$ cat src/hdl/tuacc_pkg.sv
`timescale 1ns / 1ps
package tuacc_pkg;

  // stored seconds width; the seconds arithmetic wraps in this many bits
  localparam int SEC_W    = 52;
  localparam int GSEC_W   = 52;
  localparam int MICRO_W  = 20;
  localparam int AMOUNT_W = 32;
  localparam int DELTA_W  = 64;

  localparam int IN_FIELD_W  = AMOUNT_W + GSEC_W + MICRO_W;
  localparam int IN_DATA_W   = ((IN_FIELD_W + 7) / 8) * 8;
  localparam int IN_USER_W   = 5;
  localparam int OUT_FIELD_W = SEC_W + MICRO_W + DELTA_W;
  localparam int OUT_DATA_W  = ((OUT_FIELD_W + 7) / 8) * 8;
  localparam int OUT_USER_W  = 2;

  localparam logic [MICRO_W-1:0] USEC_PER_SEC  = 20'd1000000;
  localparam logic [MICRO_W-1:0] USEC_PER_MSEC = 20'd1000;

  // unit codes; six and seven convert to zero
  localparam logic [2:0] UNIT_USEC = 3'd0;
  localparam logic [2:0] UNIT_MSEC = 3'd1;
  localparam logic [2:0] UNIT_SEC  = 3'd2;
  localparam logic [2:0] UNIT_MIN  = 3'd3;
  localparam logic [2:0] UNIT_HOUR = 3'd4;
  localparam logic [2:0] UNIT_DAY  = 3'd5;

  // floor division by reciprocal: the amount is offset by a multiple of the
  // divisor to make it positive, then q ~ (u * floor(2^33 / d)) >> 33
  localparam int          RECIP_SHIFT = 33;
  localparam logic [23:0] RECIP_USEC  = 24'd8589;
  localparam logic [23:0] RECIP_MSEC  = 24'd8589934;
  localparam logic [32:0] OFF_USEC    = 33'd2148000000;
  localparam logic [32:0] OFF_MSEC    = 33'd2147484000;
  localparam logic [22:0] K_USEC      = 23'd2148;
  localparam logic [22:0] K_MSEC      = 23'd2147484;

  localparam logic [23:0] SEC_PER_SEC  = 24'd1;
  localparam logic [23:0] SEC_PER_MIN  = 24'd60;
  localparam logic [23:0] SEC_PER_HOUR = 24'd3600;
  localparam logic [23:0] SEC_PER_DAY  = 24'd86400;

  localparam int FIFO_DEPTH = 4;
  localparam int FIFO_AW    = 2;

  typedef enum logic [1:0] {
    CMD_LOAD  = 2'd0,
    CMD_ADD   = 2'd1,
    CMD_SUB   = 2'd2,
    CMD_DELTA = 2'd3
  } cmd_t;

  typedef enum logic [2:0] {
    ST_IDLE,
    ST_EXEC,
    ST_MUL_LO,
    ST_MUL_HI,
    ST_SUM,
    ST_FINISH
  } back_state_t;

  typedef struct packed {
    cmd_t                       cmd;
    logic [2:0]                 unit;
    logic signed [AMOUNT_W-1:0] amount;
    logic signed [GSEC_W-1:0]   gsec;
    logic [MICRO_W-1:0]         gmicro;
  } item_t;

  // classified command with the converted amount
  typedef struct packed {
    cmd_t                     cmd;
    logic [SEC_W-1:0]         ds;
    logic [MICRO_W-1:0]       dus;
    logic signed [GSEC_W-1:0] gsec;
    logic [MICRO_W-1:0]       gmicro;
  } entry_t;

  typedef struct packed {
    logic [SEC_W-1:0]   seconds;
    logic [MICRO_W-1:0] micro;
    logic               is_valid;
    logic [DELTA_W-1:0] delta;
    logic               fault;
  } result_t;

endpackage

$ cat src/hdl/tuacc_fifo.sv
`timescale 1ns / 1ps
module tuacc_fifo import tuacc_pkg::*; (
  input  logic   clk,
  input  logic   rst,
  input  logic   push,
  input  entry_t wdata,
  output logic   full,
  input  logic   pop,
  output entry_t rdata,
  output logic   empty
);

  entry_t mem [FIFO_DEPTH];
  logic [FIFO_AW-1:0] wptr, rptr;
  logic [FIFO_AW:0] count;

  assign full  = (count == (FIFO_AW + 1)'(FIFO_DEPTH));
  assign empty = (count == '0);
  assign rdata = mem[rptr];

  always_ff @(posedge clk) begin
    if (rst) begin
      wptr  <= '0;
      rptr  <= '0;
      count <= '0;
    end else begin
      if (push) wptr <= wptr + 1'b1;
      if (pop)  rptr <= rptr + 1'b1;
      if (push && !pop)      count <= count + 1'b1;
      else if (pop && !push) count <= count - 1'b1;
    end
  end

  always_ff @(posedge clk) begin
    if (push) mem[wptr] <= wdata;
  end

endmodule

$ cat config.mk
export PLATFORM = sky130hd
export DESIGN_NAME = tuacc_fifo
export DESIGN_NICKNAME = d
export VERILOG_FILES = /design/src/hdl/tuacc_pkg.sv /design/src/hdl/tuacc_fifo.sv
export SDC_FILE = /design/constraint.sdc
export NUM_CORES = 1
export LEC_CHECK = 0
export BUFFER_PORTS_ARGS = -buffer_cell sky130_fd_sc_hd__buf_2
export CAP_MARGIN = 5
export CORE_MARGIN = 5
export CORE_UTILIZATION = 50
export DETAILED_ROUTE_END_ITERATION = 16
export PLACE_DENSITY = 0.71
export SETUP_SLACK_MARGIN = 0.1
export SYNTH_ARGS = -nofsm -noshare
export SYNTH_HDL_FRONTEND = slang
export SYNTH_SLANG_ARGS = --single-unit
$ cat constraint.sdc
create_clock -name clk -period 5.3 [get_ports clk]
set_clock_uncertainty 0.15 [all_clocks]
set_input_delay 0.53 -clock clk [delete_from_list [all_inputs] [get_ports clk]]
set_output_delay 0.53 -clock clk [all_outputs]
set_load 0.02 [all_outputs]
After elaboration in Yosys (flattened, before gate mapping)
Memories as Yosys holds them, arrays and structs flattened. A register that Yosys moved wholly into a read port is not among the register bits.
Cells that the tools add are included.

storage, ports and cells
  word-level logic and storage cells = 21
  bits in writable memories = 584
  memories kept = 1
  register bits after elaboration = 7

operators by class
  equal/unequal tests = 1
  reductions and logical operators = 6
  multiplexer cells = 6
  add/sub/neg operators = 4

memory list
  name  depth  bits a word  rd ports  clocked after Yosys merged registers in  wr ports  line              source
  mem   4      146          1         1                                        1         tuacc_fifo.sv:13  entry_t mem [FIFO_DEPTH];

operator list
  kind                                              number
  2-to-1 mux 3 bit                                  2
  adder 2 x 1 -> 2 bit, second input constant       2
  2-to-1 mux 2 bit                                  2
  adder 3 x 1 -> 3 bit, second input constant       1
  equality test 3 bit, second input constant        1
  logical NOT 3 bit                                 1
  subtractor 3 x 1 -> 3 bit, second input constant  1
  logical AND 1 bit                                 2
  logical NOT 1 bit                                 2
  2-to-1 mux 1 bit                                  2
  nonzero test 2 bit                                1

Longest topological paths before layout
Gate-level depths: netlist (run 1).

  depth in word-level cells = 4
  gate-level depth with buffers = 7
  depth with buffers taken out = 7

Least setup slack after synthesis (run 1)
No wires, ideal clock.

  path type = register -> register
  from = register wptr[0]
  to = memory mem[0][0] in the netlist's numbering (enable)
  required time = 4.628 ns
  slack = 0.745 ns
  setup time = 0.522 ns
  clock period less this slack = 4.555 ns
  arrival time = 3.883 ns
  stages on the path, launching flop included = 4
  path buffers = 0
  cells stage by stage = dfxtp_1 > inv_1 > ha_1 > and2_1

RTL lines
  what                    line              source
  start, declared         tuacc_fifo.sv:14  logic [FIFO_AW-1:0] wptr, rptr;
  start signal, assigned  tuacc_fifo.sv:27  if (push) wptr <= wptr + 1'b1;
  end, declared           tuacc_fifo.sv:13

No word-level cell before the write port.

==> results of run 1 <==
[cells in the final DEF (no fill, tap or decap), drive strengths merged, types with 4 or more instances in the layout]
master / n
clkinv: 31
dfxtp: 9
clkbuf: 72
mux4: 146
and2: 4
edfxtp: 584
nor2: 7
dlygate4sd3: 146
inv: 6
buf: 309
ha: 5
[worst paths after layout]
path	startpoint	to	slack [ns]	cells past startpoint
worst min-delay path	rst	flop	0.05	2
worst max register to register	wptr[0]	mem[0][53]	2.96	4
worst min register to register	count[2]	count[2]	0.35	2
worst max-delay path	flop	rdata[91]	1.86	3
[registers in the layout, summed over array words and instances, names as in the netlist, named ones only]
signal  cells
wptr        2
count       3
rptr        2
mem       584
[where the power goes]
group / total [mW] / leakage (nW) / switching, mW / internal, mW
Sequential: 5.47 / 5.44 / 0.0807 / 5.39
Clock: 3.77 / 0.864 / 1.64 / 2.13
Combinational: 1.17 / 2.79 / 0.665 / 0.507
Total: 10.4 / 9.10 / 2.39 / 8.02
[worst reg2reg max path, stage by stage, from the launching register on]
cell,delay [ns]
dfxtp_1,0.35
inv_1,0.09
ha_1,0.15
and2_4,0.71
buf_4,0.53
[synthesized netlist by cell type]
cell type  number  area [µm²]
a21oi_1         1        5.00
and2_1          4        25.0
buf_2          15        75.1
buf_4          11        82.6
buf_6           4        45.0
clkbuf_1        3        11.3
dfxtp_1         9         180
edfxtp_1      584       17500
fa_1            1        20.0
ha_1            5        62.6
inv_1           4        15.0
mux2i_1         2        20.0
mux4_2        146        3290
nand2_1         1        3.75
nor2_1          7        26.3
nor3_1          1        5.00
nor3b_1         1        7.51
o21ai_0         1        5.00
or3_1           1        6.26
xnor2_1         2        17.5
xor2_1          3        26.3
[area by class of cell]
type / instances / area [µm²]
repair buffers: 455 / 3130
multi-input cells: 176 / 3530
well taps: 546 / 683
flip-flops and latches: 593 / 17700
inverters: 4 / 15.0
diodes: 3 / 7.51
clock inverters: 35 / 216
clock buffers: 72 / 1530
fillers: 2856 / 16000
[timing repair]
| item | 4_1_cts | 5_1_grt |
|---|---|---|
| hold endpoints to repair | 584 | 0 |
| setup endpoints to repair | 0 | 0 |
| hold buffers | 146 | 0 |
[kinds of logic (layout without fill, tap and decap cells)]
| family | after synthesis | after routing | share of synthesized area, % |
|---|---|---|---|
| other | 0 | 3 | 0 |
| flip-flops | 593 | 593 | 82.5 |
| multiplexers | 148 | 148 | 15.4 |
| XOR/XNOR | 5 | 5 | 0.204 |
| buffers and inverters | 37 | 566 | 1.07 |
| adder cells (fa/ha/maj) | 6 | 6 | 0.385 |
| AO/OA/AOI/OAI | 2 | 2 | 0.0466 |
| AND/OR/NAND/NOR | 15 | 15 | 0.344 |
[per-layer routing]
layer,GRT usage (%),up-vias
li1,-,4460
met5,0,-
met2,30.7,324
met3,4.99,66
met4,4.63,0
met1,23.8,5295
[per-stage QoR]
stage | utilization (%) | hold slack (ns) | worst slack (ns) | instances
after global routing | 62.7 | 0.0317 | 1.60 | 1884
after CTS | 62.7 | 0.00497 | 1.70 | 1881
after global placement | 55.2 | 0.341 | 2.38 | 1628
after detailed placement | 55.2 | 0.342 | 2.35 | 1628
final | 62.7 | 0.0536 | 1.86 | 1884
after floorplan | - | 0.316 | 0.745 | 806
==> flow_summary.toml, run 1 <==
[critical_path]
path_cells = "buf_12, mux4_2, buf_2"
cp_top_family = "flip-flops"
slowest_delay_ns = 0.83
critPathBufInv = 2
path_max_fanout = 61
cp.arrival_ns = 2.76
critical_path_required_ns = 4.62
endpoint_kind = "output pin"
cpMaxStageDelayCell = "dfxtp_4"
crit_type = "reg -> out"
startpoint_type = "flop"

[logic_synthesis]
ys_warn_count = 0
synth_nets = 962
synthesis.area_um2 = 21500
synth_cell_type_count = 21
synthCells = 806
yosysSeqAreaShare_pct = 82.5
ys_seq_elements = 593
syn_avg_cell_area_um2 = 26.6

[cells_and_area]
drive_gt1_share_pct = 40.4
syn2layout_area_growth_pct = 25.0
nets = 1443
stdcell_area_um2 = 26800

[sta]
min_period_ns = 3.44
hold_violations = 0
slew_headroom_pct = 36.6
fin_crit_sh_pct = 64.9
finalMaxSlewViolations = 0
setup_viol = 0
setup_tns_ns = 0
grt_setup_unrepaired = "no"
worstMarginPinSlew_ns = 0.952
clock.fmax_mhz = 291

[die]
initial_utilization_pct = 50.2
die_w_um = 217
row_count = 76
fp.coreArea_um2 = 42800
io_pins = 298
die_h_um = 217
die_area_um2 = 47200

[cts]
cts_buffer_depth = 3
cts_resized = 0
cts-htree-levels = 2
cts_tree = "yes"
clk_latency_ns = 0.59
cts-root-buf = "clkbuf_16"
cts.sinks = 593
cts_buffers = 57
post_cts_buffers = 0
clk_pin_slew_worst_paths_ns = 0.06

[routing]
via_per_inst = 5.38
drtIter0Drc = 725
dr.pass1.iters = 5
vias = 10100
wl_met3_um = 3020
antenna_left = 0
drt-total-wl_um = 42600
met2_length_um = 21600
top_layer = "met4"
routedLengthMet1_um = 17000
drc = 0
routedWlPerCell_um = 22.6

[global_routing]
grt_pass1_vias = 11200
overflow = 0
grt_antenna_before_repair = 3
grt_max_degree = 80
track_usage_pct = 18.2
grt_pass1_wl_um = 65600

[placed_design]
port_buffers = 297
dp_hpwl_um = 24000
placed_area_um2 = 23600
routabilityCongestion = 0.729

[power]
power_density_nw_per_um2 = 388
power_leakage_nw = 9.10
ir_drop_v = 0.000361
power_mw = 10.4

[job]
drv_cap = 0

[hold_path]
hold_path.class = "in -> reg"

[outcome]
status = "completed"
No activity file was read; power rests on OpenSTA's default activity.
==> inputs of run 2 (changes only) <==
==> constraint.sdc (replaced) <==
create_clock -name clk -period 3.6 [get_ports clk]
set_clock_uncertainty 0.15 [all_clocks]
set_input_delay 0.36 -clock clk [delete_from_list [all_inputs] [get_ports clk]]
set_output_delay 0.36 -clock clk [all_outputs]
set_load 0.02 [all_outputs]
==> run 2 against run 1 <==
  * Sequential power is 47% higher
  * Non-clock buffer count is 12 higher
  * Count of clock-buffer cells in the layout is 2 higher
  * Critical path depth stayed put
  * Sequential cell count stayed put
  * Clock power is 47% higher
  * Cell area is 0.58% higher
  * Global-route usage hardly changed
  * Worst hold slack better by 0.31 ns
  * Power is 47% higher
  * Largest cell class unchanged
  * Largest power group unchanged
  * Highest routed layer is now met5
==> flow_summary.toml, run 2 (synthesis results as in run 1) <==
[power]
power_leakage_nw = 9.16
ir_drop_v = 0.000428
power_frac_comb_pct = 11.5
power_density_nw_per_um2 = 568
pwr-share-clk_pct = 36.0
power_frac_seq_pct = 52.4
p_sw_mw = 3.45
switching_share_pct = 22.5
p_int_mw = 11.9

[cts]
cts_resized = 0
clk_pin_slew_worst_paths_ns = 0.06
cts.sinks = 593
clk_latency_ns = 0.58
cts_tree = "yes"
cts-root-buf = "clkbuf_16"
cts_buffers = 57
cts_buffer_depth = 3
cts-htree-levels = 2

[sta]
setup_tns_ns = 0
grt_setup_unrepaired = "no"
clock.fmax_mhz = 334
whs_ns = 0.359
fin_crit_sh_pct = 83.1
setup_viol = 0
finalMaxSlewViolations = 0
worstMarginPinSlew_ns = 0.646
hold_violations = 0
fin_ws_ns = 0.610
slew_headroom_pct = 56.9
min_period_ns = 2.99

[global_routing]
track_usage_pct = 18.2
grt_pass1_wl_um = 66000
grt_antenna_before_repair = 6
grt_pass1_vias = 11300
overflow = 0
grt_max_degree = 92

[die]
die_w_um = 217
die_h_um = 217
die_area_um2 = 47200
fp.coreArea_um2 = 42800
io_pins = 298
row_count = 76
initial_utilization_pct = 50.2

[critical_path]
crit_type = "reg -> out"
cpMaxStageDelayCell = "dfxtp_4"
cp.arrival_ns = 2.48
endpoint_kind = "output pin"
startpoint_type = "flop"
path_cells = "buf_4, mux4_2, buf_2"
slowest_delay_ns = 0.73
path_max_fanout = 27
critical_path_required_ns = 3.09

[cells_and_area]
finalNonFillerCells = 1892
nFillCells = 2853
drive_gt1_share_pct = 40.5
largest_reg_flops = 584
largestRegisters = "mem x584, count x3"
nets = 1455
syn2layout_area_growth_pct = 25.7
final_common_cell = "edfxtp_1"
max_flop_register = "mem"
final_cell_mix = "584 x edfxtp_1, 297 x buf_2, 150 x dlygate4sd3_1"

[hold_path]
hold_path.class = "reg -> reg"

[routing]
vias = 10200
dr.pass1.iters = 5
via_per_inst = 5.38
antenna_left = 0
drt-total-wl_um = 42400
routedWlPerCell_um = 22.4
drc = 0
drtIter0Drc = 812

[outcome]
status = "completed"

[job]
drv_cap = 0

[placed_design]
dp_hpwl_um = 24600
port_buffers = 297
place_ws_ns = 1.15
routabilityCongestion = 0.728
place_inst = 1636
-- run 2: path summary, 6_finish.rpt --
path                               start          to  slack (ns)  cells after the start
worst max-delay path                flop  rdata[122]        0.61                      3
worst max register to register   wptr[0]  mem[0][54]        1.58                      4
worst min-delay path            count[2]    count[2]        0.36                      2
worst min register to register  count[2]    count[2]        0.36                      2
-- run 2: power groups by stage --
| stage | Clock, mW | Combinational [mW] | Sequential (mW) |
|---|---|---|---|
| 3_3_place_gp | 0 | 1.64 | 8.17 |
| 3_5_place_dp | 0 | 1.66 | 8.19 |
| 6_report | 5.53 | 1.77 | 8.04 |
| 2_1_floorplan | 0 | 1.06 | 8.15 |
| 4_1_cts | 5.67 | 1.80 | 8.05 |
| 5_1_grt | 5.99 | 1.89 | 8.07 |
-- run 2: critical path, delay by kind of cell, from the launching register on --
| kind | cells | cell delay [ns] |
|---|---|---|
| muxes | 1 | 0.56 |
| DFF | 1 | 0.73 |
| buffers and inverters | 2 | 0.59 |
-- run 2: per-layer routing --
metal / GRT usage, % / wire length [µm]
met3: 5.58 / 3230
met1: 23.6 / 16800
met2: 31.0 / 21600
met4: 3.79 / 682
met5: 0 / 13
-- run 2: stage by stage --
stage	instance area (µm²)	utilization, %	power [mW]
finish	27000	63.1	15.3
global route	27000	63.1	16.0
CTS	27000	63.0	15.5
detailed placement	23800	55.5	9.85
global placement	23800	55.5	9.81
floorplan	21500	-	9.21
-- run 2: layout make-up --
class,count,area (µm²),share of cell area (%)
well taps,546,683,2.53
diodes,5,12.5,0.0464
flip-flops and latches,593,17700,65.7
inverters,4,15.0,0.0556
multi-input cells,176,3530,13.1
clock buffers,74,1490,5.52
clock inverters,27,226,0.839
repair buffers,467,3300,12.2
-- run 2: repair_timing --
item                       4_1_cts  5_1_grt
setup endpoints to repair        0        0
setup buffers                    0        0
hold buffers                   150        0
hold endpoints to repair       593        0
