File: src/hdl/tuacc_pkg.sv
`timescale 1ns / 1ps
package tuacc_pkg;

  // stored seconds width; the seconds arithmetic wraps in this many bits
  localparam int SEC_W    = 52;
  localparam int GSEC_W   = 52;
  localparam int MICRO_W  = 20;
  localparam int AMOUNT_W = 32;
  localparam int DELTA_W  = 64;

  localparam int IN_FIELD_W  = AMOUNT_W + GSEC_W + MICRO_W;
  localparam int IN_DATA_W   = ((IN_FIELD_W + 7) / 8) * 8;
  localparam int IN_USER_W   = 5;
  localparam int OUT_FIELD_W = SEC_W + MICRO_W + DELTA_W;
  localparam int OUT_DATA_W  = ((OUT_FIELD_W + 7) / 8) * 8;
  localparam int OUT_USER_W  = 2;

  localparam logic [MICRO_W-1:0] USEC_PER_SEC  = 20'd1000000;
  localparam logic [MICRO_W-1:0] USEC_PER_MSEC = 20'd1000;

  // unit codes; six and seven convert to zero
  localparam logic [2:0] UNIT_USEC = 3'd0;
  localparam logic [2:0] UNIT_MSEC = 3'd1;
  localparam logic [2:0] UNIT_SEC  = 3'd2;
  localparam logic [2:0] UNIT_MIN  = 3'd3;
  localparam logic [2:0] UNIT_HOUR = 3'd4;
  localparam logic [2:0] UNIT_DAY  = 3'd5;

  // floor division by reciprocal: the amount is offset by a multiple of the
  // divisor to make it positive, then q ~ (u * floor(2^33 / d)) >> 33
  localparam int          RECIP_SHIFT = 33;
  localparam logic [23:0] RECIP_USEC  = 24'd8589;
  localparam logic [23:0] RECIP_MSEC  = 24'd8589934;
  localparam logic [32:0] OFF_USEC    = 33'd2148000000;
  localparam logic [32:0] OFF_MSEC    = 33'd2147484000;
  localparam logic [22:0] K_USEC      = 23'd2148;
  localparam logic [22:0] K_MSEC      = 23'd2147484;

  localparam logic [23:0] SEC_PER_SEC  = 24'd1;
  localparam logic [23:0] SEC_PER_MIN  = 24'd60;
  localparam logic [23:0] SEC_PER_HOUR = 24'd3600;
  localparam logic [23:0] SEC_PER_DAY  = 24'd86400;

  localparam int FIFO_DEPTH = 4;
  localparam int FIFO_AW    = 2;

  typedef enum logic [1:0] {
    CMD_LOAD  = 2'd0,
    CMD_ADD   = 2'd1,
    CMD_SUB   = 2'd2,
    CMD_DELTA = 2'd3
  } cmd_t;

  typedef enum logic [2:0] {
    ST_IDLE,
    ST_EXEC,
    ST_MUL_LO,
    ST_MUL_HI,
    ST_SUM,
    ST_FINISH
  } back_state_t;

  typedef struct packed {
    cmd_t                       cmd;
    logic [2:0]                 unit;
    logic signed [AMOUNT_W-1:0] amount;
    logic signed [GSEC_W-1:0]   gsec;
    logic [MICRO_W-1:0]         gmicro;
  } item_t;

  // classified command with the converted amount
  typedef struct packed {
    cmd_t                     cmd;
    logic [SEC_W-1:0]         ds;
    logic [MICRO_W-1:0]       dus;
    logic signed [GSEC_W-1:0] gsec;
    logic [MICRO_W-1:0]       gmicro;
  } entry_t;

  typedef struct packed {
    logic [SEC_W-1:0]   seconds;
    logic [MICRO_W-1:0] micro;
    logic               is_valid;
    logic [DELTA_W-1:0] delta;
    logic               fault;
  } result_t;

endpackage

File: src/hdl/tuacc_front.sv
`timescale 1ns / 1ps
module tuacc_front import tuacc_pkg::*; (
  input  logic   clk,
  input  logic   rst,
  input  logic   in_valid,
  output logic   in_ready,
  input  item_t  in_item,
  output logic   push,
  input  logic   full,
  output entry_t push_entry
);

  logic v1, v2, v3, v4;
  item_t item1, item2, item3, item4;
  logic [32:0] uoff2, uoff3;
  logic signed [58:0] prod2;
  logic [48:0] sprod3, sprod4;
  logic [22:0] q0_3, q4;
  logic [33:0] qd3;
  logic [MICRO_W-1:0] r4;

  logic en;
  logic [33:0] amt_ext, uoff_sum, mul_a;
  logic [32:0] off1;
  logic [23:0] mul_b;
  logic signed [58:0] prod1;
  logic is_div1;
  logic [22:0] q0_2;
  logic [MICRO_W-1:0] div2, div3;
  logic [42:0] qd_full;
  logic [33:0] r0;
  logic [63:0] sec64;
  logic [MICRO_W-1:0] us4;

  // the whole pipe advances together unless the last stage is blocked
  assign en       = !v4 || !full;
  assign in_ready = en;
  assign push     = v4 && !full;

  // stage 1: offset and one shared multiplier
  always_comb begin
    amt_ext  = {{2{item1.amount[AMOUNT_W-1]}}, item1.amount};
    is_div1  = (item1.unit == UNIT_USEC) || (item1.unit == UNIT_MSEC);
    off1     = (item1.unit == UNIT_MSEC) ? OFF_MSEC : OFF_USEC;
    uoff_sum = amt_ext + {1'b0, off1};
    case (item1.unit)
      UNIT_USEC: mul_b = RECIP_USEC;
      UNIT_MSEC: mul_b = RECIP_MSEC;
      UNIT_SEC:  mul_b = SEC_PER_SEC;
      UNIT_MIN:  mul_b = SEC_PER_MIN;
      UNIT_HOUR: mul_b = SEC_PER_HOUR;
      UNIT_DAY:  mul_b = SEC_PER_DAY;
      default:   mul_b = '0;
    endcase
    mul_a = is_div1 ? {1'b0, uoff_sum[32:0]} : amt_ext;
    prod1 = $signed(mul_a) * $signed({1'b0, mul_b});
  end

  // stage 2: estimated quotient times divisor
  always_comb begin
    q0_2    = prod2[RECIP_SHIFT+22:RECIP_SHIFT];
    div2    = (item2.unit == UNIT_MSEC) ? USEC_PER_MSEC : USEC_PER_SEC;
    qd_full = 43'(q0_2) * 43'(div2);
  end

  // stage 3: remainder and one correction step
  always_comb begin
    div3 = (item3.unit == UNIT_MSEC) ? USEC_PER_MSEC : USEC_PER_SEC;
    r0   = {1'b0, uoff3} - qd3;
  end

  // stage 4: remove the offset and scale to seconds and microseconds
  always_comb begin
    case (item4.unit)
      UNIT_USEC: begin
        sec64 = 64'(q4) - 64'(K_USEC);
        us4   = r4;
      end
      UNIT_MSEC: begin
        sec64 = 64'(q4) - 64'(K_MSEC);
        us4   = 20'(r4[9:0]) * USEC_PER_MSEC;
      end
      UNIT_SEC, UNIT_MIN, UNIT_HOUR, UNIT_DAY: begin
        sec64 = 64'($signed(sprod4));
        us4   = '0;
      end
      default: begin
        sec64 = '0;
        us4   = '0;
      end
    endcase
    push_entry.cmd    = item4.cmd;
    push_entry.ds     = sec64[SEC_W-1:0];
    push_entry.dus    = us4;
    push_entry.gsec   = item4.gsec;
    push_entry.gmicro = item4.gmicro;
  end

  always_ff @(posedge clk) begin
    if (rst) begin
      v1 <= 1'b0;
      v2 <= 1'b0;
      v3 <= 1'b0;
      v4 <= 1'b0;
    end else if (en) begin
      v1 <= in_valid;
      v2 <= v1;
      v3 <= v2;
      v4 <= v3;
    end
  end

  always_ff @(posedge clk) begin
    if (en) begin
      item1  <= in_item;
      item2  <= item1;
      uoff2  <= uoff_sum[32:0];
      prod2  <= prod1;
      item3  <= item2;
      uoff3  <= uoff2;
      sprod3 <= prod2[48:0];
      q0_3   <= q0_2;
      qd3    <= qd_full[33:0];
      item4  <= item3;
      sprod4 <= sprod3;
      if (r0 >= 34'(div3)) begin
        q4 <= q0_3 + 23'd1;
        r4 <= MICRO_W'(r0 - 34'(div3));
      end else begin
        q4 <= q0_3;
        r4 <= r0[MICRO_W-1:0];
      end
    end
  end

endmodule

File: config.mk
export PLATFORM = sky130hd
export DESIGN_NAME = tuacc_front
export DESIGN_NICKNAME = d
export VERILOG_FILES = /design/src/hdl/tuacc_pkg.sv /design/src/hdl/tuacc_front.sv
export SDC_FILE = /design/constraint.sdc
export NUM_CORES = 2
export LEC_CHECK = 0
export BUFFER_PORTS_ARGS = -buffer_cell sky130_fd_sc_hd__buf_2
export CAP_MARGIN = 25
export CORE_AREA = 10 10 318 320
export DETAILED_ROUTE_END_ITERATION = 8
export DIE_AREA = 0 0 328 330
export GPL_ROUTABILITY_DRIVEN = 0
export PLACE_DENSITY = 0.78
export SLEW_MARGIN = 0
export SYNTH_ARGS = -nofsm -noshare
export SYNTH_HDL_FRONTEND = slang
export SYNTH_SLANG_ARGS = --single-unit
File: constraint.sdc
create_clock -name clk -period 20 [get_ports clk]
set_input_delay 2 -clock clk [delete_from_list [all_inputs] [get_ports clk]]
set_output_delay 2 -clock clk [all_outputs]
set_load 0.05 [all_outputs]
# --- Word-level counts from Yosys, hierarchy flattened ---
# Cells that the tools add are included.
totals:
  regBits: 664
  input_bits: 113
  out_inout_bits: 148
  elab_cells: 69
classes:
  add_sub_neg: 6
  n_mul: 3
  n_lt_le_gt_ge: 1
  n_eq_ne: 12
  n_mux: 9
  reduce_logical: 8
op_table:
  columns: ["op", "count"]
  rows:
  - ["52-bit case mux with 3 select lines", 1]
  - ["24-bit case mux with 6 select lines", 1]
  - ["20-bit two-way mux", 3]
  - ["34-bit by 25-bit multiplier with 56-bit output", 1]
  - ["20-bit case mux with 2 select lines", 1]
  - ["34-bit by 20-bit >= comparator with 1-bit output", 1]
  - ["23-bit by 20-bit multiplier with 34-bit output", 1]
  - ["34-bit two-way mux", 1]
  - ["33-bit by 34-bit subtractor with 34-bit output", 1]
  - ["32-bit by 33-bit adder with 33-bit output", 1]
  - ["23-bit by 12-bit subtractor with 24-bit output (second input constant)", 1]
  - ["23-bit by 22-bit subtractor with 24-bit output (second input constant)", 1]
  - ["23-bit by 1-bit adder with 23-bit output (second input constant)", 1]
  - ["23-bit two-way mux", 1]
  - ["20-bit subtractor", 1]
  - ["19-bit two-way mux", 1]
  - ["10-bit by 7-bit multiplier with 17-bit output (second input constant)", 1]
  - ["3-bit by 1-bit equality test with 1-bit output (second input constant)", 4]
  - ["3-bit by 2-bit equality test with 1-bit output (second input constant)", 4]
  - ["3-bit equality test (second input constant)", 4]
  - ["3-bit zero test", 2]
  - ["4-bit OR reduction", 1]
  - ["1-bit zero test", 2]
  - ["1-bit logical OR", 2]
  - ["1-bit logical AND", 1]

# --- Depth between registers and ports, before layout ---
depth:
  depth_word: 5
  depth_mapped: 40
  ltp_nobuf: 40

# --- Worst setup path after synthesis ---
# Ideal clock, no wire load.
synth_path:
  path_type: "input -> output"
  start: "input full"
  end: "output in_ready"
  arrival_time_ns: 15.728
  path_slack_ns: 2.272
  path_stages: 1
  path_buffers: 0
  cell_sequence: "nand2_1"
synth_between:
  elab_chain_cells: 2
synth_rtl:
  columns: ["item", "line", "source"]
  rows:
  - ["from (decl)", "tuacc_front.sv:9", "input logic full,"]
  - ["1-bit zero test", "tuacc_front.sv:36", "assign en = !v4 || !full;"]
  - ["1-bit logical OR", "tuacc_front.sv:36", null]
  - ["to (decl)", "tuacc_front.sv:6", "output logic in_ready,"]
# No other way between the ends.

# --- Worst setup path in the final report ---
layout_path:
  start: "register item1[106] in the netlist's numbering"
  end: "register prod2[54] (data pin)"
layout_between:
  elab_chain_cells: 5
layout_rtl:
  columns: ["item", "line", "source"]
  rows:
  - ["from (decl)", "tuacc_front.sv:14", "item_t item1, item2, item3, item4;"]
  - ["from (signal assigned)", "tuacc_front.sv:115", "item1 <= in_item;"]
  - ["3-bit by 1-bit equality test with 1-bit output", "tuacc_front.sv:43, tuacc_front.sv:44, tuacc_front.sv:46", null]
  - ["19-bit two-way mux", "tuacc_front.sv:44", "off1 = (item1.unit == UNIT_MSEC) ? OFF_MSEC : OFF_USEC;"]
  - ["32-bit by 33-bit adder with 33-bit output", "tuacc_front.sv:45", "uoff_sum = amt_ext + {1'b0, off1};"]
  - ["34-bit two-way mux", "tuacc_front.sv:55", "mul_a = is_div1 ? {1'b0, uoff_sum[32:0]} : amt_ext;"]
  - ["34-bit by 25-bit multiplier with 56-bit output *", "tuacc_front.sv:56", "prod1 = $signed(mul_a) * $signed({1'b0, mul_b});"]
  - ["named net prod1[54]", "tuacc_front.sv:26", "logic signed [58:0] prod1;"]
  - ["to (signal assigned)", "tuacc_front.sv:118", "prod2 <= prod1;"]
  - ["to (decl)", "tuacc_front.sv:16", "logic signed [58:0] prod2;"]
# The timed path passes the listed nets; every way through them passes the cells marked *.
# A chain may end at the register's enable or synchronous reset.

==> metrics <==
Post-Synth XOR/XNOR Area=3.36%; final hold vios=0; number of remaining DRC errors=0; R2R Setup Slk=~7.7 ns; commonest non-fill, non-tap cell in the layout=inv_1; Yosys cell types=between 80 and 90; mapped cell area=about 56000 um^2; sequential-to-total area share from yosys stat=34.3%; dpl hpwl=111000 um; Setup violations, final=0; GRT overflow=0; Required @ worst endpoint=between 20 and 25 ns; wire per inst=about 22 um; Avg Vias per Cell=approximately 5.7; Inserted Diodes=0; status=finished, final reports clean; # clock sinks=~650; kind of critical path=flop to flop; multi-input logic area=between 30000 and 40000 um^2; Final Critical Period=around 12 ns; Slew Limit Fails=0; Compound-Gate Fraction of Synth Area=about 5.7%; Post-synth EDFFs=641; Avg Cell Area, Syn=11.6 um^2; RSZ-0062 raised after global routing=false; most frequent cells in the layout=inv_1 (1068), fa_1 (773), edfxtp_1 (641); CTS Buf Count=70; CTS Buffer Depth=3; dpl ws=between 8 and 9 ns; mux cell area share after synthesis=less than 1%; core area=94600 um^2; Pre-Repair DR Iteration Count=6; worst reg2reg endpoint=prod2[54]$_DFFE_PP_; Resize count post-CTS=0; Seq cells post-synth=~650; # hold bufs at CTS=0; clk_lat worst skew=around 0.65 ns; main combinational cell family by area after synthesis=adder cells; Storage cell area=19300 um^2; ys flop type=edfxtp_1; slowest cell delay on critical path=between 0.8 and 0.9 ns; row count=around 110; starting density of the core=59.6%; CP endpoint kind=flop; setup bufs post-CTS=0; ys async rst share=0%; Hold EP=item3[52]$_DFFE_PP_; Total Nets Final=between 6000 and 7000; share of cells above drive strength 1=a little over 9%; Slew HR=roughly a quarter; vias in the first global route=between 30000 and 40000; Yosys warnings=0; startpoint types=flop; setup TNS=0 ns; clock slew at reported path FFs=0.06 ns; Syn Inst Count=4869; CTS tree=done; io pins=between 200 and 300; Final ANT Viol Nets=0; Iter 0 DRT Violations=3653; root buffer cell=clkbuf_16; Worst Path Arrival=between 10 and 15 ns; worst-path fanout max=50; number of fill cells in the layout=6970; die height=roughly 330 um; min-delay worst type=flop to flop; H-tree Lvls=3; origin of the worst min-delay path=item2[52]$_DFFE_PP_; Worst R2R Start=item1[106]$_DFFE_PP_; port bufs=260; Final Cycle Share=roughly three fifths; largest net degree at the start of global routing=82; antenna violations before repair=3; worst-margin pin slew=between 1 and 1.5 ns; Simple-Gate Fraction of Synth Area=approximately 8%; P&R area growth vs syn=8.42%; Max Cap Violations=0; Adder-Cell Fraction of Synth Area=between 30% and 40%; cells on worst reg2reg path=39; hold path cells=0; Final Skew=around 0.034 ns; Post-Route WL=between 100000 and 150000 um; die area=approximately 110000 um^2; first-pass GRT wire length=about 220000 um; post-route setup slack=between 7 and 8 ns; GRT Total Usage=approximately 26%; Die X=~330 um; via count=~36000; fmax=81.4 MHz; slowest CP cell=xor2_1
[worst max-delay path, delay by kind of cell, from the launching register on]
kind	cells	cell delay [ns]
buf+inv	7	1.11
flops	1	0.31
fa+ha+maj	10	4.68
simple gates	4	0.75
xor+xnor	1	0.84
compound gates	17	4.35
[through the flow]
step           hold slack (ns)  instances  area [um^2]  utilization [%]
2_1_floorplan            0.400       4880        56400                -
3_3_place_gp             0.400       6273        58700             62.1
3_5_place_dp             0.405       6274        58700             62.1
4_1_cts                  0.407       6401        61100             64.6
5_1_grt                  0.412       6402        61100             64.6
6_report                 0.410       6402        61100             64.6
[synthesized netlist by cell type (9+ instances only)]
cell type	number	share of area, %
a211oi_1	11	0.15
a21o_1	86	1.1
a21oi_1	150	1.3
a31oi_1	16	0.18
and2_1	68	0.75
and3_1	44	0.49
buf_1	9	0.060
buf_4	77	1.0
clkbuf_1	88	0.59
edfxtp_1	641	34
fa_1	773	27
ha_1	531	12
inv_1	1068	7.1
mux2i_1	28	0.50
nand2_1	163	1.1
nand2b_1	52	0.58
nand3_1	75	0.67
nand4_1	22	0.24
nor2_1	346	2.3
nor2b_1	38	0.42
nor3_1	37	0.33
o21a_1	11	0.15
o21ai_0	100	0.89
o21bai_1	18	0.24
o31ai_1	9	0.12
or2_2	24	0.27
or3_1	16	0.18
xnor2_1	137	2.1
xor2_1	79	1.2
[logic make-up after synthesis]
family | Yosys count
compound gates | 493
buf+inv | 1249
other cells | 2
xor+xnor | 216
mux | 38
flops | 645
fa+ha+maj | 1304
simple gates | 922
[final cells by class]
| cell class | instances | share of cell area [%] |
|---|---|---|
| clock buffers | 85 | 3.04 |
| clock inverters | 42 | 0.837 |
| inverters | 1070 | 6.57 |
| multi-input cells | 2986 | 52.6 |
| flip-flops and latches | 645 | 31.6 |
| well taps | 1265 | 2.59 |
| repair buffers | 309 | 2.78 |
[flip-flops by register name, indices dropped and copies added (netlist names), 3 cells and up]
register	count
uoff2	33
item2	77
qd3	31
amt_ext	32
q4	23
push_entry	74
item1	77
sprod4	49
item4	3
r4	20
prod2	56
sprod3	48
uoff3	33
item3	77
q0_3	8
[metal layers]
metal | global-route usage, % | part of all wire (%) | vias to the layer above | wire length (um)
met4 | 11.2 | 5.2 | 4 | 7210
met5 | 0 | 0.019 | - | 26
met1 | 33.7 | 39 | 17900 | 54100
met2 | 41.1 | 45 | 1763 | 62900
li1 | - | - | 16000 | -
met3 | 6.88 | 10 | 464 | 14300
[how the worst max path moves through the flow]
stage	start	to	slack (ns)	cells after the start
after floorplan	full	in_ready	2.27	1
after global placement	item1[106]$_DFFE_PP_	prod2[54]$_DFFE_PP_	8.57	40
after detailed placement	item1[106]$_DFFE_PP_	prod2[54]$_DFFE_PP_	8.16	40
after CTS	item1[106]$_DFFE_PP_	prod2[54]$_DFFE_PP_	8.06	40
after global routing	item1[106]$_DFFE_PP_	prod2[54]$_DFFE_PP_	7.31	39
final	item1[106]$_DFFE_PP_	prod2[54]$_DFFE_PP_	7.71	39
Power is left out: the tool's default activity adds up to more than one toggle a clock period on the data nets, which glitch-free logic cannot reach.
