**src/hdl/tuacc_pkg.sv**
```systemverilog
`timescale 1ns / 1ps
package tuacc_pkg;

  // stored seconds width; the seconds arithmetic wraps in this many bits
  localparam int SEC_W    = 52;
  localparam int GSEC_W   = 52;
  localparam int MICRO_W  = 20;
  localparam int AMOUNT_W = 32;
  localparam int DELTA_W  = 64;

  localparam int IN_FIELD_W  = AMOUNT_W + GSEC_W + MICRO_W;
  localparam int IN_DATA_W   = ((IN_FIELD_W + 7) / 8) * 8;
  localparam int IN_USER_W   = 5;
  localparam int OUT_FIELD_W = SEC_W + MICRO_W + DELTA_W;
  localparam int OUT_DATA_W  = ((OUT_FIELD_W + 7) / 8) * 8;
  localparam int OUT_USER_W  = 2;

  localparam logic [MICRO_W-1:0] USEC_PER_SEC  = 20'd1000000;
  localparam logic [MICRO_W-1:0] USEC_PER_MSEC = 20'd1000;

  // unit codes; six and seven convert to zero
  localparam logic [2:0] UNIT_USEC = 3'd0;
  localparam logic [2:0] UNIT_MSEC = 3'd1;
  localparam logic [2:0] UNIT_SEC  = 3'd2;
  localparam logic [2:0] UNIT_MIN  = 3'd3;
  localparam logic [2:0] UNIT_HOUR = 3'd4;
  localparam logic [2:0] UNIT_DAY  = 3'd5;

  // floor division by reciprocal: the amount is offset by a multiple of the
  // divisor to make it positive, then q ~ (u * floor(2^33 / d)) >> 33
  localparam int          RECIP_SHIFT = 33;
  localparam logic [23:0] RECIP_USEC  = 24'd8589;
  localparam logic [23:0] RECIP_MSEC  = 24'd8589934;
  localparam logic [32:0] OFF_USEC    = 33'd2148000000;
  localparam logic [32:0] OFF_MSEC    = 33'd2147484000;
  localparam logic [22:0] K_USEC      = 23'd2148;
  localparam logic [22:0] K_MSEC      = 23'd2147484;

  localparam logic [23:0] SEC_PER_SEC  = 24'd1;
  localparam logic [23:0] SEC_PER_MIN  = 24'd60;
  localparam logic [23:0] SEC_PER_HOUR = 24'd3600;
  localparam logic [23:0] SEC_PER_DAY  = 24'd86400;

  localparam int FIFO_DEPTH = 4;
  localparam int FIFO_AW    = 2;

  typedef enum logic [1:0] {
    CMD_LOAD  = 2'd0,
    CMD_ADD   = 2'd1,
    CMD_SUB   = 2'd2,
    CMD_DELTA = 2'd3
  } cmd_t;

  typedef enum logic [2:0] {
    ST_IDLE,
    ST_EXEC,
    ST_MUL_LO,
    ST_MUL_HI,
    ST_SUM,
    ST_FINISH
  } back_state_t;

  typedef struct packed {
    cmd_t                       cmd;
    logic [2:0]                 unit;
    logic signed [AMOUNT_W-1:0] amount;
    logic signed [GSEC_W-1:0]   gsec;
    logic [MICRO_W-1:0]         gmicro;
  } item_t;

  // classified command with the converted amount
  typedef struct packed {
    cmd_t                     cmd;
    logic [SEC_W-1:0]         ds;
    logic [MICRO_W-1:0]       dus;
    logic signed [GSEC_W-1:0] gsec;
    logic [MICRO_W-1:0]       gmicro;
  } entry_t;

  typedef struct packed {
    logic [SEC_W-1:0]   seconds;
    logic [MICRO_W-1:0] micro;
    logic               is_valid;
    logic [DELTA_W-1:0] delta;
    logic               fault;
  } result_t;

endpackage

```
**src/hdl/tuacc_back.sv**
```systemverilog
`timescale 1ns / 1ps
module tuacc_back import tuacc_pkg::*; (
  input  logic    clk,
  input  logic    rst,
  input  logic    fifo_empty,
  output logic    pop,
  input  entry_t  head,
  output logic    out_valid,
  input  logic    out_ready,
  output result_t out_result
);

  back_state_t state, state_next;
  entry_t ent;
  logic [SEC_W-1:0] tsec;
  logic [MICRO_W-1:0] tmicro;
  logic tvalid;
  logic [DELTA_W-1:0] diff, acc, delta_r;
  logic [MICRO_W:0] udiff;
  logic [51:0] plo;
  logic [31:0] phi;
  logic res_valid;
  result_t res;

  logic out_free, commit;
  logic [63:0] gs64, cur64, load_s64;
  logic [MICRO_W:0] sum_us, dif_us;
  logic carry, borrow;
  logic [SEC_W-1:0] ns;
  logic [MICRO_W-1:0] nm;
  logic nvalid;
  logic [31:0] mul_in;
  logic [51:0] mul_out;

  assign out_free   = !res_valid || out_ready;
  assign out_valid  = res_valid;
  assign out_result = res;

  assign mul_in  = (state == ST_MUL_LO) ? diff[31:0] : diff[63:32];
  assign mul_out = 52'(mul_in) * 52'(USEC_PER_SEC);

  // next stored time for load, add and subtract
  always_comb begin
    gs64     = 64'($signed(ent.gsec));
    cur64    = 64'($signed(tsec));
    load_s64 = gs64;
    sum_us   = {1'b0, tmicro} + {1'b0, ent.dus};
    dif_us   = {1'b0, tmicro} - {1'b0, ent.dus};
    carry    = sum_us >= (MICRO_W + 1)'(USEC_PER_SEC);
    borrow   = dif_us[MICRO_W];
    ns       = tsec;
    nm       = tmicro;
    nvalid   = tvalid;
    unique case (ent.cmd)
      CMD_LOAD: begin
        nvalid = 1'b1;
        if (ent.gmicro >= USEC_PER_SEC) begin
          load_s64 = gs64 + 64'd1;
          nm       = ent.gmicro - USEC_PER_SEC;
        end else begin
          nm = ent.gmicro;
        end
        ns = load_s64[SEC_W-1:0];
      end
      CMD_ADD: begin
        if (tvalid) begin
          ns = tsec + ent.ds + SEC_W'(carry);
          nm = carry ? MICRO_W'(sum_us - (MICRO_W + 1)'(USEC_PER_SEC))
                     : sum_us[MICRO_W-1:0];
        end
      end
      CMD_SUB: begin
        if (tvalid) begin
          ns = tsec - ent.ds - SEC_W'(borrow);
          nm = borrow ? MICRO_W'(dif_us + (MICRO_W + 1)'(USEC_PER_SEC))
                      : dif_us[MICRO_W-1:0];
        end
      end
      CMD_DELTA: begin
      end
      default: begin
      end
    endcase
  end

  always_comb begin
    state_next = state;
    pop        = 1'b0;
    commit     = 1'b0;
    unique case (state)
      ST_IDLE: begin
        if (!fifo_empty) begin
          pop        = 1'b1;
          state_next = ST_EXEC;
        end
      end
      ST_EXEC: begin
        if (ent.cmd == CMD_DELTA && tvalid) begin
          state_next = ST_MUL_LO;
        end else if (out_free) begin
          commit     = 1'b1;
          state_next = ST_IDLE;
        end
      end
      ST_MUL_LO: state_next = ST_MUL_HI;
      ST_MUL_HI: state_next = ST_SUM;
      ST_SUM:    state_next = ST_FINISH;
      ST_FINISH: begin
        if (out_free) begin
          commit     = 1'b1;
          state_next = ST_IDLE;
        end
      end
      default: state_next = ST_IDLE;
    endcase
  end

  always_ff @(posedge clk) begin
    if (rst) begin
      state     <= ST_IDLE;
      res_valid <= 1'b0;
      tsec      <= '0;
      tmicro    <= '0;
      tvalid    <= 1'b0;
    end else begin
      state     <= state_next;
      res_valid <= commit || (res_valid && !out_ready);
      if (commit && state == ST_EXEC) begin
        tsec   <= ns;
        tmicro <= nm;
        tvalid <= nvalid;
      end
    end
  end

  always_ff @(posedge clk) begin
    if (pop) ent <= head;
    // delta: (end_s - cur_s) * 1e6 + (end_us - cur_us), modulo 2^64
    if (state == ST_EXEC) begin
      diff  <= gs64 - cur64;
      udiff <= {1'b0, ent.gmicro} - {1'b0, tmicro};
    end
    if (state == ST_MUL_LO) plo <= mul_out;
    if (state == ST_MUL_HI) begin
      phi <= mul_out[31:0];
      acc <= 64'($signed(udiff)) + 64'(plo);
    end
    if (state == ST_SUM) delta_r <= acc + {phi, 32'b0};
    if (commit) begin
      if (state == ST_EXEC) begin
        res.seconds  <= ns;
        res.micro    <= nm;
        res.is_valid <= nvalid;
        res.delta    <= '0;
        res.fault    <= (ent.cmd == CMD_DELTA) && !tvalid;
      end else begin
        res.seconds  <= tsec;
        res.micro    <= tmicro;
        res.is_valid <= tvalid;
        res.delta    <= delta_r;
        res.fault    <= 1'b0;
      end
    end
  end

endmodule

```
**config.mk**
```make
export PLATFORM = sky130hd
export DESIGN_NAME = tuacc_back
export DESIGN_NICKNAME = d
export VERILOG_FILES = /design/src/hdl/tuacc_pkg.sv /design/src/hdl/tuacc_back.sv
export SDC_FILE = /design/constraint.sdc
export NUM_CORES = 2
export LEC_CHECK = 0
export ABC_AREA = 1
export BUFFER_PORTS_ARGS = -buffer_cell sky130_fd_sc_hd__buf_2
export CAP_MARGIN = 20
export CORE_ASPECT_RATIO = 1.25
export CORE_UTILIZATION = 25
export CTS_BUF_LIST = sky130_fd_sc_hd__clkbuf_4
export CTS_CLUSTER_SIZE = 30
export DETAILED_ROUTE_END_ITERATION = 7
export SETUP_SLACK_MARGIN = 0.5
export SYNTH_ARGS = -nofsm -noshare
export SYNTH_HDL_FRONTEND = slang
export SYNTH_SLANG_ARGS = --single-unit
```
**constraint.sdc**
```tcl
create_clock -name clk -period 11.62 [get_ports clk]
set_clock_uncertainty 0.05 [all_clocks]
set_input_delay 1.743 -clock clk [delete_from_list [all_inputs] [get_ports clk]]
set_output_delay 1.743 -clock clk [all_outputs]
set_load 0.005 [all_outputs]
```
Word-level counts from Yosys, hierarchy flattened --
Index checks and enable logic that the tools add are counted.
Operators by class: $mul 1, reduce and logical (&&, ||, !) cells 11, order comparisons 2, equal/unequal tests 9, add/sub/neg operators 14, muxes and demuxes 22
Operators with widths (count):
- 2-to-1 mux 52 bit | 3
- case mux 52 bit (3 select lines) | 1
- 2-to-1 mux 138 bit | 1
- 2-to-1 mux 20 bit | 5
- adder 64 bit | 1
- case mux 20 bit (3 select lines) | 1
- adder 21 x 53 -> 54 bit | 1
- subtractor 52 x 52 -> 53 bit | 1
- adder 52 x 1 -> 52 bit | 1
- adder 52 x 2 -> 52 bit, second input constant | 1
- adder 52 bit | 1
- subtractor 52 x 1 -> 52 bit | 1
- subtractor 52 bit | 1
- multiplier 32 x 14 -> 46 bit, second input constant | 1
- subtractor 20 x 20 -> 21 bit | 2
- subtractor 20 bit, second input constant | 2
- 2-to-1 mux 32 bit | 1
- adder 20 x 20 -> 21 bit | 1
- >= comparator 21 x 20 -> 1 bit, second input constant | 1
- adder 20 bit, second input constant | 1
- >= comparator 20 bit, second input constant | 1
- case mux 3 bit (6 select lines) | 1
- 2-to-1 mux 3 bit | 3
- equality test 3 x 2 -> 1 bit, second input constant | 2
- other kinds (12) | 24
Storage, ports and cells: output and inout bits 140, bits in registers 646, word-level logic and storage cells 80, bits of input ports 150

Logic depth before layout (Yosys ltp) --
depth in word-level cells 6, depth in mapped cells 45, gate-level depth less buffers 44

Worst setup path before layout --
OpenSTA, ideal clock, no wires.
kind input port to flip-flop, start point in out_ready, end point reg res, in the netlist out_result[0] (enable), cell stages on the path 2, path slack -0.767 ns, buffers on the path 0, setup time 0.828 ns, arrival 11.509 ns, required time 10.742 ns, path through nor2_1 o21ai_0
Between the ends: word-level cells in the longest chain between the ends 4
RTL lines:
- from (decl) | line tuacc_back.sv:9 | input logic out_ready,
- logical OR 1 bit * | line tuacc_back.sv:35 | assign out_free = !res_valid || out_ready;
- 2-to-1 mux 1 bit * | line tuacc_back.sv:100, tuacc_back.sv:109
- 2-to-1 mux 1 bit | line tuacc_back.sv:98 | if (ent.cmd == CMD_DELTA && tvalid) begin
- case mux 1 bit (2 select lines) * | line tuacc_back.sv:90 | unique case (state)
- via commit | line tuacc_back.sv:25 | logic out_free, commit;
- to (decl) | line tuacc_back.sv:23 | result_t res;
Mark *: on every way through the listed nets, which the timed path passes. The rest lies on a longest branch. A chain may end at the register's enable or synchronous reset.

Final worst setup path --
start point reg state[1], end point reg plo[51] (data pin)
Between the ends: word-level cells in the longest chain between the ends 3
RTL lines:
- from (decl) | line tuacc_back.sv:13 | back_state_t state, state_next;
- from (signal assigned) | line tuacc_back.sv:126 | state <= state_next;
- equality test 3 x 2 -> 1 bit | line tuacc_back.sv:39 | assign mul_in = (state == ST_MUL_LO) ? diff[31:0] : diff[63:32];
- 2-to-1 mux 32 bit | line tuacc_back.sv:39
- multiplier 32 x 14 -> 46 bit | line tuacc_back.sv:40 | assign mul_out = 52'(mul_in) * 52'(USEC_PER_SEC);
- via mul_out[51] | line tuacc_back.sv:33 | logic [51:0] mul_out;
- to (signal assigned) | line tuacc_back.sv:143 | if (state == ST_MUL_LO) plo <= mul_out;
- to (decl) | line tuacc_back.sv:20 | logic [51:0] plo;
The timed path passes the listed nets, and every way through them passes these cells.

==> summary.md <==
| Metric | Value |
|---|---|
| Outcome | finished with violations |
| Violations in the final reports | design-rule violations |
| Max-cap viol count | 0 |
| Synth area leaders | edfxtp_1, ha_1, nand2_1 |
| Async S/R FF share, synth | 0% |
| Post-route ant nets | 0 |
| # resized after CTS | 0 |
| Starting density of the core | 25.2% |
| Worst R2R Start | state[1]$_SDFFE_PP0P_ |
| Worst path required time | 12450 ps |
| R2r setup slk | 3920 ps |
| Syn nets | 6959 |
| Number of flops mapped to enable cells by yosys | 548 |
| TritonCTS buffer count | 171 |
| Synth Instances | 6171 |
| Critical path's largest stage delay | 580 ps |
| Min Hold Slack | 341 ps |
| Die height | 503 microns |
| Vias in the first global route | 43600 |
| Initial antenna violation count | 17 |
| Crit path launch | state[1]$_SDFFE_PP0P_ |
| CTS clk-pin slew, worst paths | 70 ps |
| GRT Util Overall | 17.6% |
| Yosys reg bits | 625 |
| Hold_sp | acc[27]$_DFFE_PN_ |
| Critical path class | register to register |
| CORE AREA | 0.199 sq mm |
| Dpl cells | 8975 |
| # hold bufs at CTS | 0 |
| RSZ-0062 raised after global routing | no |
| Setup TNS | 0 ps |
| Pwr dens | 276 mW/mm^2 |
| First-pass DRT Iterations | 8 |
| Util after Layout | 28.6% |
| Critical path's slowest cell | fa_1 |
| Placement Setup Slack | 3860 ps |
| Residual DRC | 4 |
| Final worst setup slack | 3920 ps |
| Top cell type's share of synthesized area | 32.8% |
| DP HPWL | 148000 microns |
| RD Place Congestion | 1.03 |
| # rows | 183 |
| # setup viols final | 0 |
| WP data arrival | 8530 ps |
| Root Driver | clkbuf_4 |
| Crit end category | register |
| DIE AREA | 0.202 sq mm |
| Main synth FF type | edfxtp_1 |
| Number of vias per cell | 4.75 |
| Avg Inst Size Synth | 8.12 sq um |
| Period utilization | 66.2% |
| Max Slew Vio Count | 0 |
| Worst-Skew Late Latency | 1240 ps |
| Fmax | 0.130 GHz |
| Setup Buffers After CTS | 0 |
| Area Growth Syn to Fin | 13.6% |
| Crit start category | register |
| Synth warn | 0 |
| CTS tree | yes |
| Net count, final | 7348 |
| Final Critical Period | 7700 ps |
| Largest net degree at the start of global routing | 81 |
| Post-Syn Area | 0.0501 sq mm |
| Final std cells w/o fill | 9304 |
| Initial DRC Count | 3492 |
| Final-report hold violation count | 0 |
| Hold path depth | 0 |
| Least-Margin Pin Slew | 1190 ps |
| Drt wl/cell | 19.6 microns |
| Max VDD drop | 0.406 mV |
| Total gr overflow | 0 |
| Leak pwr | 25.4 nW |
| First-pass GRT wire length | 269000 microns |
| Port Buffer Count | 289 |
| Cell variety after synth | 59 |
| TritonCTS Sinks | 625 |
| R2R depth | 28 |
| Clock tree buffer depth | 3 |
| Relative slew slack | 19.5% |
| Cell taking the most area after synthesis | edfxtp_1 |
| I/O pin total | 290 |
| Register area share after synthesis | 35.9% |
| Ratio of cells with drive above 1 in the final layout | 11.1% |
| Vias | 44200 |
| H-tree depth | 4 |
| Worst-path fanout max | 66 |
| Hold Path Class | register to register |
| Die width | 402 microns |
| Final WL | 182000 microns |
[area by class of cell]
class	count	area, sq um
Fill cell	21400	142000
Multi-Input combinational cell	4411	27800
Sequential cell	625	18000
Inverter	1022	3840
Tap cell	2590	3240
Clock buffer	239	1790
Timing Repair Buffer	329	1780
Clock inverter	76	440
Antenna cell	12	30.0
[synthesized netlist by cell type, types with 10 or more instances]
cell type	count
nand4_1	78
dfxtp_1	77
edfxtp_1	548
o221ai_1	17
nor4_1	15
xor2_1	147
a21oi_1	486
clkbuf_1	75
o21bai_1	41
a21o_1	44
a21boi_0	19
nor3_1	59
inv_2	23
o211ai_1	40
o21ai_0	450
nand2_2	22
o22ai_1	15
xnor2_1	84
buf_1	12
nor2_1	544
ha_1	493
nor2_2	10
fa_1	145
buf_4	16
inv_1	990
o21ai_1	25
nand2_1	1211
a31oi_1	56
or2_2	29
nand3_1	258
o21a_1	24
[worst max-delay path, delay by kind of cell (launching register included)]
family,cells,cell delay [ps]
buffers and inverters,8,1510
XOR/XNOR,1,150
adder cells (fa/ha/maj),7,3220
AND/OR/NAND/NOR,5,560
AO/OA/AOI/OAI,7,1430
flip-flops,1,390
[per-stage QoR]
stage | power [mW] | cell area, sq um
2_1_floorplan | 10.9 | 50100
3_3_place_gp | 13.7 | 54600
3_5_place_dp | 13.7 | 54600
4_1_cts | 15.9 | 56900
5_1_grt | 17.3 | 56900
6_report | 15.7 | 56900
[cell families (layout without fill, tap and decap cells)]
group	after synthesis	in the layout	synth area share (%)
AO/OA/AOI/OAI	1274	1274	14.2
XOR/XNOR	233	233	4.10
adder cells (fa/ha/maj)	638	638	18.1
buffers and inverters	1135	1666	8.68
flip-flops	625	625	35.9
other	0	12	0
AND/OR/NAND/NOR	2266	2266	19.0
[registers in the layout, indices dropped and copies added (netlist names)]
name / cells
ent: 146
diff: 53
tmicro: 20
out_valid: 1
phi: 26
tsec: 52
state: 3
acc: 54
plo: 46
delta_r: 64
tvalid: 1
out_result: 138
udiff: 21
[placed cells by master, fill, tap and decap left out, types with 29 or more instances in the layout]
cell type and instances:
a21o_1 44, a21oi_1 486, a31oi_1 56, buf_2 289, buf_4 37, clkbuf_4 240
clkinv_1 46, dfxtp_1 76, edfxtp_1 548, fa_1 145, ha_1 493, inv_1 988
nand2_1 1210, nand3_1 258, nand4_1 78, nor2_1 539, nor3_1 56, o211ai_1 40
o21ai_0 439, o21ai_1 35, o21bai_1 41, or2_2 29, xnor2_1 84, xor2_1 147
[routing by layer]
metal	vias to the layer above	share of wire (%)	GRT usage (%)
met5	-	0.018	0
met4	6	4.5	8.07
met3	349	5.9	2.91
met2	1609	46	29.0
met1	20800	44	22.5
li1	21500	-	-
[final timing paths]
check | to
max | plo[51]$_DFFE_PP_
min | delta_r[27]$_DFFE_PP_
max reg2reg | plo[51]$_DFFE_PP_
min reg2reg | delta_r[27]$_DFFE_PP_
[power breakdown]
part	internal, mW	leakage [nW]	switching, mW
clock network	0.985	1.33	1.06
logic	3.68	18.3	6.54
registers	3.32	5.75	0.122
(Power assumes the default switching activity.)
